--- src/pnls_pkg.sv ---
// Shared constants, codes and controller/datapath interface types for the path search block.
package pnls_pkg;

    localparam int MAX_POINTS = 4096;
    localparam int AW         = $clog2(MAX_POINTS);  // waypoint index width
    localparam int LW         = 13;                  // path_length register width
    localparam int CW         = 24;                  // coordinate width, signed Q15.8
    localparam int DIFW       = CW + 1;              // coordinate difference width
    localparam int SQW        = 2 * DIFW;            // squared difference width
    localparam int DSW        = SQW + 1;             // squared distance width
    localparam int RW         = 16;                  // widest configuration register
    localparam int RSQW       = 2 * RW;              // squared radius width
    localparam int CIW        = 3;                   // configuration index width
    localparam int KW         = 2;                   // item kind width

    localparam logic [KW-1:0] KIND_WRITE = 2'd0;
    localparam logic [KW-1:0] KIND_QUERY = 2'd1;
    localparam logic [KW-1:0] KIND_CLEAR = 2'd2;

    localparam logic [CIW-1:0] CFG_PATH_LEN  = 3'd0;
    localparam logic [CIW-1:0] CFG_LOOKAHEAD = 3'd1;
    localparam logic [CIW-1:0] CFG_JUMP      = 3'd2;
    localparam logic [CIW-1:0] CFG_BACK_WIN  = 3'd3;
    localparam logic [CIW-1:0] CFG_FWD_WIN   = 3'd4;

    localparam logic [RW-1:0] JUMP_RST = 16'd25600;
    localparam logic [11:0]   BACK_RST = 12'd100;
    localparam logic [11:0]   FWD_RST  = 12'd200;

    typedef struct packed {
        logic wr;           // store a waypoint
        logic clr_hint;     // clear the search hint
        logic latch_query;  // capture the vehicle position
        logic load_hint;    // point the read address at the hint
        logic set_full;     // search range = whole path
        logic set_window;   // search range = window around the hint
        logic start_look;   // commit nearest, range = nearest .. end of path
        logic issue;        // read one waypoint into the distance pipeline
        logic take_best;    // keep the current distance as the best one
        logic emit;         // post a search result
        logic emit_empty;   // post an empty-path result
        logic flush;        // drop reads still in flight
    } t_cmd;

    typedef struct packed {
        logic len_zero;
        logic hint_full;
        logic issue_last;
        logic dist_valid;
        logic dist_last;
        logic near_better;
        logic la_hit;
        logic jump_far;
    } t_status;

endpackage

--- src/pnls_ctrl.sv ---
// Controller: sequences item decode, hint check, nearest scan and lookahead scan.
module pnls_ctrl (
    input  logic                       i_clk,
    input  logic                       i_rst_n,
    input  logic                       i_start,
    input  logic [pnls_pkg::KW-1:0]    i_kind,
    input  pnls_pkg::t_status          i_status,
    output pnls_pkg::t_cmd             o_cmd,
    output logic                       o_busy
);
    import pnls_pkg::*;

    typedef enum logic [4:0] {
        S_IDLE       = 5'b00001,
        S_HINT_ISSUE = 5'b00010,
        S_HINT_WAIT  = 5'b00100,
        S_NEAR       = 5'b01000,
        S_LOOK       = 5'b10000
    } t_state;

    t_state r_state, n_state;
    logic   r_issuing, n_issuing;

    assign o_busy = (r_state != S_IDLE);

    always_ff @(posedge i_clk) begin
        if (!i_rst_n) begin
            r_state   <= S_IDLE;
            r_issuing <= 1'b0;
        end else begin
            r_state   <= n_state;
            r_issuing <= n_issuing;
        end
    end

    always_comb begin
        n_state   = r_state;
        n_issuing = r_issuing;
        o_cmd     = '0;
        unique case (r_state)
            S_IDLE: begin
                if (i_start) begin
                    unique case (i_kind)
                        KIND_WRITE: o_cmd.wr = 1'b1;
                        KIND_CLEAR: o_cmd.clr_hint = 1'b1;
                        KIND_QUERY: begin
                            if (i_status.len_zero) begin
                                o_cmd.emit_empty = 1'b1;
                            end else begin
                                o_cmd.latch_query = 1'b1;
                                if (i_status.hint_full) begin
                                    o_cmd.set_full = 1'b1;
                                    n_issuing      = 1'b1;
                                    n_state        = S_NEAR;
                                end else begin
                                    o_cmd.load_hint = 1'b1;
                                    n_state         = S_HINT_ISSUE;
                                end
                            end
                        end
                        default: ;
                    endcase
                end
            end
            S_HINT_ISSUE: begin
                o_cmd.issue = 1'b1;
                n_state     = S_HINT_WAIT;
            end
            S_HINT_WAIT: begin
                if (i_status.dist_valid) begin
                    if (i_status.jump_far) begin
                        o_cmd.set_full = 1'b1;
                    end else begin
                        o_cmd.set_window = 1'b1;
                    end
                    n_issuing = 1'b1;
                    n_state   = S_NEAR;
                end
            end
            S_NEAR: begin
                o_cmd.issue = r_issuing;
                if (r_issuing && i_status.issue_last) begin
                    n_issuing = 1'b0;
                end
                if (i_status.dist_valid) begin
                    o_cmd.take_best = i_status.near_better;
                    if (i_status.dist_last) begin
                        o_cmd.start_look = 1'b1;
                        n_issuing        = 1'b1;
                        n_state          = S_LOOK;
                    end
                end
            end
            S_LOOK: begin
                if (i_status.dist_valid && (i_status.la_hit || i_status.dist_last)) begin
                    o_cmd.emit  = 1'b1;
                    o_cmd.flush = 1'b1;
                    n_issuing   = 1'b0;
                    n_state     = S_IDLE;
                end else begin
                    o_cmd.issue = r_issuing;
                    if (r_issuing && i_status.issue_last) begin
                        n_issuing = 1'b0;
                    end
                end
            end
            default: begin
                n_state   = S_IDLE;
                n_issuing = 1'b0;
            end
        endcase
    end

    a_issue_in_scan: assert property (@(posedge i_clk) disable iff (!i_rst_n)
        o_cmd.issue |-> (r_state == S_HINT_ISSUE || r_state == S_NEAR || r_state == S_LOOK))
        else $error("waypoint read issued outside a scan");

    a_dist_in_scan: assert property (@(posedge i_clk) disable iff (!i_rst_n)
        i_status.dist_valid |-> (r_state == S_HINT_WAIT || r_state == S_NEAR
                                 || r_state == S_LOOK))
        else $error("distance arrived while no scan was waiting for it");

    a_emit_ends_query: assert property (@(posedge i_clk) disable iff (!i_rst_n)
        o_cmd.emit |=> (r_state == S_IDLE && !r_issuing))
        else $error("controller kept working after posting a result");

    a_hint_read_once: assert property (@(posedge i_clk) disable iff (!i_rst_n)
        (r_state == S_HINT_ISSUE) |=> (r_state == S_HINT_WAIT && !o_cmd.issue))
        else $error("hint check read more than one waypoint");

endmodule
--- config.mk ---
export PLATFORM = sky130hd
export DESIGN_NAME = pnls_ctrl
export DESIGN_NICKNAME = d
export VERILOG_FILES = /design/src/pnls_pkg.sv /design/src/pnls_ctrl.sv
export SDC_FILE = /design/constraint.sdc
export NUM_CORES = 1
export LEC_CHECK = 0
export BUFFER_PORTS_ARGS = -buffer_cell sky130_fd_sc_hd__buf_2
export CAP_MARGIN = 20
export CORE_MARGIN = 2
export CORE_UTILIZATION = 34
export DETAILED_ROUTE_END_ITERATION = 10
export GPL_TIMING_DRIVEN = 0
export PLACE_DENSITY = 0.6
export SLEW_MARGIN = 20
export SYNTH_ARGS = -nofsm -noshare
export SYNTH_HDL_FRONTEND = slang
export SYNTH_SLANG_ARGS = --single-unit
--- constraint.sdc ---
create_clock -name i_clk -period 3.9 [get_ports i_clk]
set_input_delay 0.78 -clock i_clk [delete_from_list [all_inputs] [get_ports i_clk]]
set_output_delay 0.78 -clock i_clk [all_outputs]
set_load 0.01 [all_outputs]
# Word-level counts from Yosys, hierarchy flattened
# Cells that the tools add are included.
# classes
muxes	45
n_reduce_logical	6
bitwise	1
n_eq_ne	16
# ops
operator	n
2-to-1 mux 5 bit	8
2-to-1 mux 1 bit	28
one-hot mux 5 bit (5 select lines)	1
!= test 2 bit (second input constant)	7
2-to-1 mux 4 bit	2
AND reduction 7 bit	1
2-to-1 mux 3 bit	2
AND reduction 6 bit	1
equality test 5 x 1 -> 1 bit (second input constant)	1
equality test 5 x 2 -> 1 bit (second input constant)	1
equality test 5 x 3 -> 1 bit (second input constant)	1
equality test 5 x 4 -> 1 bit (second input constant)	1
equality test 5 bit (second input constant)	1
!= test 5 x 1 -> 1 bit (second input constant)	1
one-hot mux 1 bit (5 select lines)	1
one-hot mux 1 bit (3 select lines)	1
equality test 2 x 1 -> 1 bit (second input constant)	1
equality test 2 bit (second input constant)	1
logical AND 1 bit	2
zero test 2 bit	1
2-to-1 mux 2 bit	1
!= test 2 x 1 -> 1 bit (second input constant)	1
one-hot mux 1 bit (2 select lines)	1
logical OR 1 bit	1
NOT 1 bit	1
# word_totals
word_cells	70
ff_bits	6
input_bits	13

# Depth between registers and ports, before layout
# Gate-level depths: netlist (run 1).
# logic_depth
word_depth	5
ltp_mapped	5
mapped_depth_nobuf	4

# Worst setup path after synthesis (run 1)
# Ideal clock, no wire load.
# synth_timing
path_type	input-to-output
start	in i_kind[1] (netlist name)
end	out o_cmd[7] (netlist name)
cell_stages	3
path_slack_ps	1494
t_arrival_ps	1626
n_path_buf	0
cell_sequence	nand4bb_1 > nor3_1 > a32o_1
# synth_rtl
item	line_no	text
start: declaration	pnls_ctrl.sv:6	input logic [pnls_pkg::KW-1:0] i_kind,
end: declaration	pnls_ctrl.sv:8	output pnls_pkg::t_cmd o_cmd,

==> results of run 1 <==
-- flip-flops by register name, indices dropped and copies added (netlist names) --
| signal | cells |
|---|---|
| r_issuing | 1 |
| r_state | 5 |
-- metal layers --
metal,global-route usage [%],vias to the layer above
li1,-,333
met1,21.0,277
met2,27.1,25
met3,4.90,0
met4,1.82,0
met5,0,-
-- metrics by stage --
stage          power, mW  hold slack [ps]
4_1_cts            0.241              643
5_1_grt            0.258              695
2_1_floorplan      0.156              563
6_report           0.238              652
3_3_place_gp       0.184              634
3_5_place_dp       0.185              633
-- synth_stat cells --
| cell | number |
|---|---|
| a211oi_2 | 1 |
| a21oi_1 | 2 |
| a222oi_1 | 1 |
| a311oi_1 | 1 |
| a31oi_1 | 3 |
| a32o_1 | 1 |
| a41o_1 | 1 |
| and2_4 | 1 |
| and3_1 | 2 |
| and3b_2 | 1 |
| buf_2 | 2 |
| buf_4 | 1 |
| buf_6 | 1 |
| clkbuf_1 | 1 |
| clkbuf_2 | 1 |
| dfxtp_1 | 6 |
| inv_1 | 5 |
| mux2_2 | 1 |
| mux2i_1 | 1 |
| nand2_1 | 4 |
| nand2b_1 | 1 |
| nand3_1 | 1 |
| nand3b_1 | 1 |
| nand4_1 | 1 |
| nand4bb_1 | 1 |
| nor2_1 | 10 |
| nor3_1 | 4 |
| nor3b_1 | 2 |
| nor4_1 | 1 |
| nor4b_1 | 2 |
| o21ai_0 | 4 |
| o2bb2ai_1 | 1 |
| o311a_1 | 1 |
| o31ai_1 | 1 |
| or2_1 | 1 |
| or2b_1 | 1 |
| or3_4 | 1 |
| or3b_4 | 1 |
| or4_1 | 1 |
| xor2_1 | 1 |
-- cell type report --
| class | instances | area (um^2) | area share, % |
|---|---|---|---|
| timing repair buffer | 24 | 120 | 16.7 |
| multi-input combinational | 57 | 379 | 52.8 |
| clock buffer | 3 | 22.5 | 3.14 |
| tap | 16 | 20.0 | 2.79 |
| inverter | 5 | 18.8 | 2.61 |
| sequential | 6 | 120 | 16.7 |
| buffer | 6 | 37.5 | 5.23 |
-- power by group --
group          internal, mW  switching (mW)  total (mW)
registers            0.0693         0.00315      0.0724
logic                0.0499          0.0620       0.112
clock network        0.0346          0.0194      0.0540
-- placed cells by master, fill, tap and decap left out, types with 2 or more instances in the layout --
| master | synthesis | routed |
|---|---|---|
| a31oi_1 | 3 | 3 |
| nor3b_1 | 2 | 2 |
| dfxtp_1 | 6 | 6 |
| o21ai_0 | 4 | 4 |
| nor3_1 | 4 | 4 |
| nor4b_1 | 2 | 2 |
| nand2_1 | 4 | 4 |
| inv_1 | 5 | 5 |
| nor2_1 | 10 | 10 |
| a21oi_1 | 2 | 2 |
| buf_2 | 2 | 26 |
| clkbuf_4 | 0 | 3 |
| and3_1 | 2 | 2 |
-- worst max path at each step --
stage                                       start       end
after floorplan                         i_kind[1]  o_cmd[7]
after global placement    r_state[4]$_SDFFE_PN0P_  o_cmd[4]
after detailed placement  r_state[4]$_SDFFE_PN0P_  o_cmd[4]
after CTS                 r_state[4]$_SDFFE_PN0P_  o_cmd[4]
after global routing      r_state[4]$_SDFFE_PN0P_  o_cmd[4]
final                     r_state[2]$_SDFFE_PN0P_  o_cmd[4]
-- kinds of logic after synthesis --
logic type | count (synthesis) | share of synthesized area, %
compound gates | 17 | 22.7
xor+xnor | 1 | 1.58
buf+inv | 11 | 10.1
flops | 6 | 21.6
mux | 2 | 3.83
simple gates | 37 | 40.1
-- worst register-to-register path: stages (launching register included) --
cell	delay [ps]
dfxtp_1	300
buf_6	130
or3_4	380
nor3b_1	510
a31oi_1	140
a211oi_2	210
==> results.sh, run 1 <==
export IMPL_seq_area_frac_synth_pct=21.6
export IMPL_crit_type="flop to output port"
export IMPL_drv_cap=0
export IMPL_fin_skew_ps=0.746
export IMPL_clk_path_buf_depth=2
export IMPL_clockRootBuffer="clkbuf_4"
export IMPL_fin_crit_sh_pct=72.8
export IMPL_finalInstanceArea_um2=718
export IMPL_firstDrtPassIters=4
export IMPL_vdd_drop_max_uv=210
export IMPL_num_vias=635
export IMPL_antenna_found_initial=0
export IMPL_drt_iter0_drc=17
export IMPL_core_mm2=0.00152
export IMPL_dp_cells=114
export IMPL_avgSynthCellArea_um2=7.51
export IMPL_cts_hold_fix_buffers=0
export IMPL_outcome="finished clean"
export IMPL_yosysTopAreaCell="dfxtp_1"
export IMPL_row_count=14
export IMPL_hold_end="r_state[2]$_SDFFE_PN0P_"
export IMPL_rsz0062_at_grt="false"
export IMPL_path_clk_slew_ps=40
export IMPL_cts_num_sinks=6
export IMPL_post_cts_buffers=0
export IMPL_worst_slew_pin_slew_ps=588
export IMPL_critPathMaxFanout=8
export IMPL_io_buffer_count=24
export IMPL_drv_slew=0
export IMPL_final_cells=117
export IMPL_hold_viol_final=0
export IMPL_relSlewSlack_pct=60.7
export IMPL_setup_ws_ps=1060
export IMPL_hold_path_startpoint="r_state[1]$_SDFFE_PN0P_"
export IMPL_syn_nets=87
export IMPL_end_kind="output port"
export IMPL_worst_hold_path_type="flop to flop"
export IMPL_syn_to_final_growth_pct=29.3
export IMPL_post_place_ws_ps=1280
export IMPL_netlist_area_um2=556
export IMPL_via_per_inst=5.43
export IMPL_postRouteAntennaNets=0
export IMPL_rr_endpoint="r_state[4]$_SDFFE_PN0P_"
export IMPL_ys_warn_count=0
export IMPL_ys_types=40
export IMPL_drive_gt1_share_pct=37.6
export IMPL_drc=0
export IMPL_path_buf_inv=2
export IMPL_crit_arrival_ps=2060
export IMPL_grt_pass1_vias=566
export IMPL_cp_slowest_cell="nor3b_1"
export IMPL_max_freq_mhz=352
export IMPL_grt_use_total_pct=16.1
export IMPL_worstPathRequired_ps=3120
export IMPL_wire_per_inst_um=12.2
export IMPL_synth_area_top_cells="dfxtp_1, nor2_1, nor3_1, o21ai_0, a31oi_1"
export IMPL_setup_tns_ps=0
export IMPL_r2r_cells=5
export IMPL_syn_inst=74
export IMPL_power_leakage_nw=0.360
export IMPL_dr_max_layer_used="met3"
export IMPL_grt_pass1_wl_um=2350
export IMPL_grt_max_degree=11
export IMPL_setup_viol=0
export IMPL_rrSetupSlack_ps=2150
export IMPL_gp_congestion=0.814
export IMPL_cpPeakStageDelay_ps=510
export IMPL_clk_latency_ps=240
export IMPL_initial_core_util_pct=36.5
export IMPL_hpwl_um=1130
export IMPL_die_w_um=44.4
export IMPL_hold_depth=2
export IMPL_crit_family="simple AND/OR/NAND/NOR gates"
export IMPL_ctsResizeCount=0
export IMPL_m1WireLength_um=706
export IMPL_ys_ff_latch=6
export IMPL_r2r_start="r_state[2]$_SDFFE_PN0P_"
export IMPL_path_cells="buf_6 -> or3_4 -> nor3b_1 -> a31oi_1 -> o21ai_0 -> buf_2"
export IMPL_final_fill_count=174
export IMPL_synth_top_cell_area_share_pct=21.6
export IMPL_routed_wl_um=1420
export IMPL_cp_depth=6
export IMPL_cts_tree="built"
export IMPL_p_per_area_mw_per_mm2=332
export IMPL_period_needed_ps=2840
export IMPL_wl_met3_um=87
export IMPL_met2WireLength_um=631
export IMPL_fp_dieH_um=44.4
export IMPL_ios=26
export IMPL_htree_num_levels=1
export IMPL_crit_path_start_kind="flop"
export IMPL_dpl_cell_area_um2=696
export IMPL_fin_util_pct=47.1
export IMPL_overflow=0
export IMPL_cts_buffers=3
export IMPL_die_area_mm2=0.00197
export IMPL_fin_nets=116
export IMPL_diodes=0
Note: power is estimated with default switching activity, not from simulation.
==> run 2: changes to the inputs <==
--- a/config.mk
+++ b/config.mk
@@ -11,7 +11,7 @@
 export CORE_UTILIZATION = 34
 export DETAILED_ROUTE_END_ITERATION = 10
 export GPL_TIMING_DRIVEN = 0
-export PLACE_DENSITY = 0.6
+export PLACE_DENSITY = 0.62
 export SLEW_MARGIN = 20
 export SYNTH_ARGS = -nofsm -noshare
 export SYNTH_HDL_FRONTEND = slang
==> constraint.sdc (replaced) <==
create_clock -name i_clk -period 2.4 [get_ports i_clk]
set_input_delay 0.48 -clock i_clk [delete_from_list [all_inputs] [get_ports i_clk]]
set_output_delay 0.48 -clock i_clk [all_outputs]
set_load 0.01 [all_outputs]
==> results.sh, run 2 (same netlist as run 1, synthesis figures left out) <==
export IMPL_drv_slew=0
export IMPL_max_freq_mhz=438
export IMPL_hpwl_um=1130
export IMPL_hold_viol_final=0
export IMPL_period_needed_ps=2280
export IMPL_die_w_um=44.4
export IMPL_finalInstanceArea_um2=729
export IMPL_end_kind="output port"
export IMPL_gp_congestion=0.816
export IMPL_drive_gt1_share_pct=38.6
export IMPL_io_buffer_count=24
export IMPL_routed_wl_um=1450
export IMPL_core_mm2=0.00152
export IMPL_fin_total_pwr_mw=0.394
export IMPL_power_leakage_nw=0.362
export IMPL_fin_util_pct=47.9
export IMPL_setup_ws_ps=119
export IMPL_relSlewSlack_pct=70.9
export IMPL_fin_skew_ps=6.74
export IMPL_drv_cap=0
export IMPL_drc=0
export IMPL_crit_path_start_kind="flop"
export IMPL_hold_ws_ps=495
export IMPL_outcome="finished clean"
export IMPL_diodes=0
export IMPL_wire_per_inst_um=12.4
export IMPL_die_area_mm2=0.00197
export IMPL_grt_pass1_wl_um=2290
export IMPL_grt_use_total_pct=16.0
export IMPL_postRouteAntennaNets=0
export IMPL_p_per_area_mw_per_mm2=541
export IMPL_cts_buffers=3
export IMPL_final_cell_mix="buf_2, nor2_1, dfxtp_1"
export IMPL_vdd_drop_max_uv=197
export IMPL_via_per_inst=5.50
export IMPL_dp_cells=114
export IMPL_row_count=14
export IMPL_crit_arrival_ps=1800
export IMPL_clockRootBuffer="clkbuf_4"
export IMPL_rsz0062_at_grt="false"
export IMPL_largest_reg_flops=5
export IMPL_drt_iter0_drc=13
export IMPL_cts_num_sinks=6
export IMPL_num_vias=644
export IMPL_grt_pass1_vias=575
export IMPL_fin_crit_sh_pct=95.1
export IMPL_ios=26
export IMPL_path_clk_slew_ps=50
export IMPL_critPathMaxFanout=10
export IMPL_crit_type="flop to output port"
export IMPL_worstPathRequired_ps=1920
export IMPL_grt_max_degree=11
export IMPL_htree_num_levels=1
export IMPL_dpl_cell_area_um2=696
export IMPL_initial_core_util_pct=36.5
export IMPL_cts_tree="built"
export IMPL_syn_to_final_growth_pct=31.3
export IMPL_largest_register="r_state"
export IMPL_fin_nets=116
export IMPL_post_place_ws_ps=102
export IMPL_worst_hold_path_type="input port to flop"
export IMPL_antenna_found_initial=0
export IMPL_top_regs="r_state: 5 flops, r_issuing: 1 flops"
export IMPL_clk_latency_ps=240
export IMPL_firstDrtPassIters=4
export IMPL_fp_dieH_um=44.4
export IMPL_final_common_cell="buf_2"
export IMPL_clk_path_buf_depth=2
export IMPL_setup_tns_ps=0
export IMPL_overflow=0
export IMPL_setup_viol=0
export IMPL_worst_slew_pin_slew_ps=432
export IMPL_final_cells=117
run 2: area by class of cell:
| class | instances | area, um^2 |
|---|---|---|
| Buffer | 6 | 37.5 |
| Inverter | 5 | 18.8 |
| Tap cell | 16 | 20.0 |
| Multi-Input combinational cell | 57 | 390 |
| Clock buffer | 3 | 22.5 |
| Sequential cell | 6 | 120 |
| Fill cell | 169 | 795 |
| Timing Repair Buffer | 24 | 120 |
run 2: path summary, 6_finish.rpt:
check	start	to	slack, ps	cells after the start
worst min-delay path	i_rst_n	r_issuing$_SDFFE_PN0P_	490	2
worst min register to register	r_state[1]$_SDFFE_PN0P_	r_state[2]$_SDFFE_PN0P_	640	2
worst max-delay path	r_state[4]$_SDFFE_PN0P_	o_cmd[4]	120	6
worst max register to register	r_state[4]$_SDFFE_PN0P_	r_issuing$_SDFFE_PN0P_	660	5
run 2: repair_timing:
item	4_1_cts	5_1_grt
hold buffers	0	0
resized for setup	1	1
setup endpoints to repair	3	1
setup buffers	0	0
run 2: per-layer routing:
| layer | track usage (%) | wire, um | vias up |
|---|---|---|---|
| met3 | 6.12 | 115 | 0 |
| li1 | - | - | 328 |
| met5 | 0 | 0 | - |
| met2 | 27.1 | 672 | 27 |
| met1 | 19.1 | 662 | 289 |
| met4 | 3.64 | 0 | 0 |
run 2: critical path, cell delays in order, from the launching register on:
cell and delay (ps):
dfxtp_1 290, buf_2 170, or3_4 380, nor3b_4 270, a31oi_1 110, o21ai_0 190
buf_2 160
run 2: power breakdown:
| part | leakage (nW) | total [mW] | switching (mW) | internal [mW] |
|---|---|---|---|---|
| registers | 0.0487 | 0.118 | 0.00522 | 0.113 |
| clock network | 0.0138 | 0.0904 | 0.0340 | 0.0564 |
| logic | 0.299 | 0.186 | 0.105 | 0.0815 |
| total | 0.362 | 0.394 | 0.144 | 0.250 |
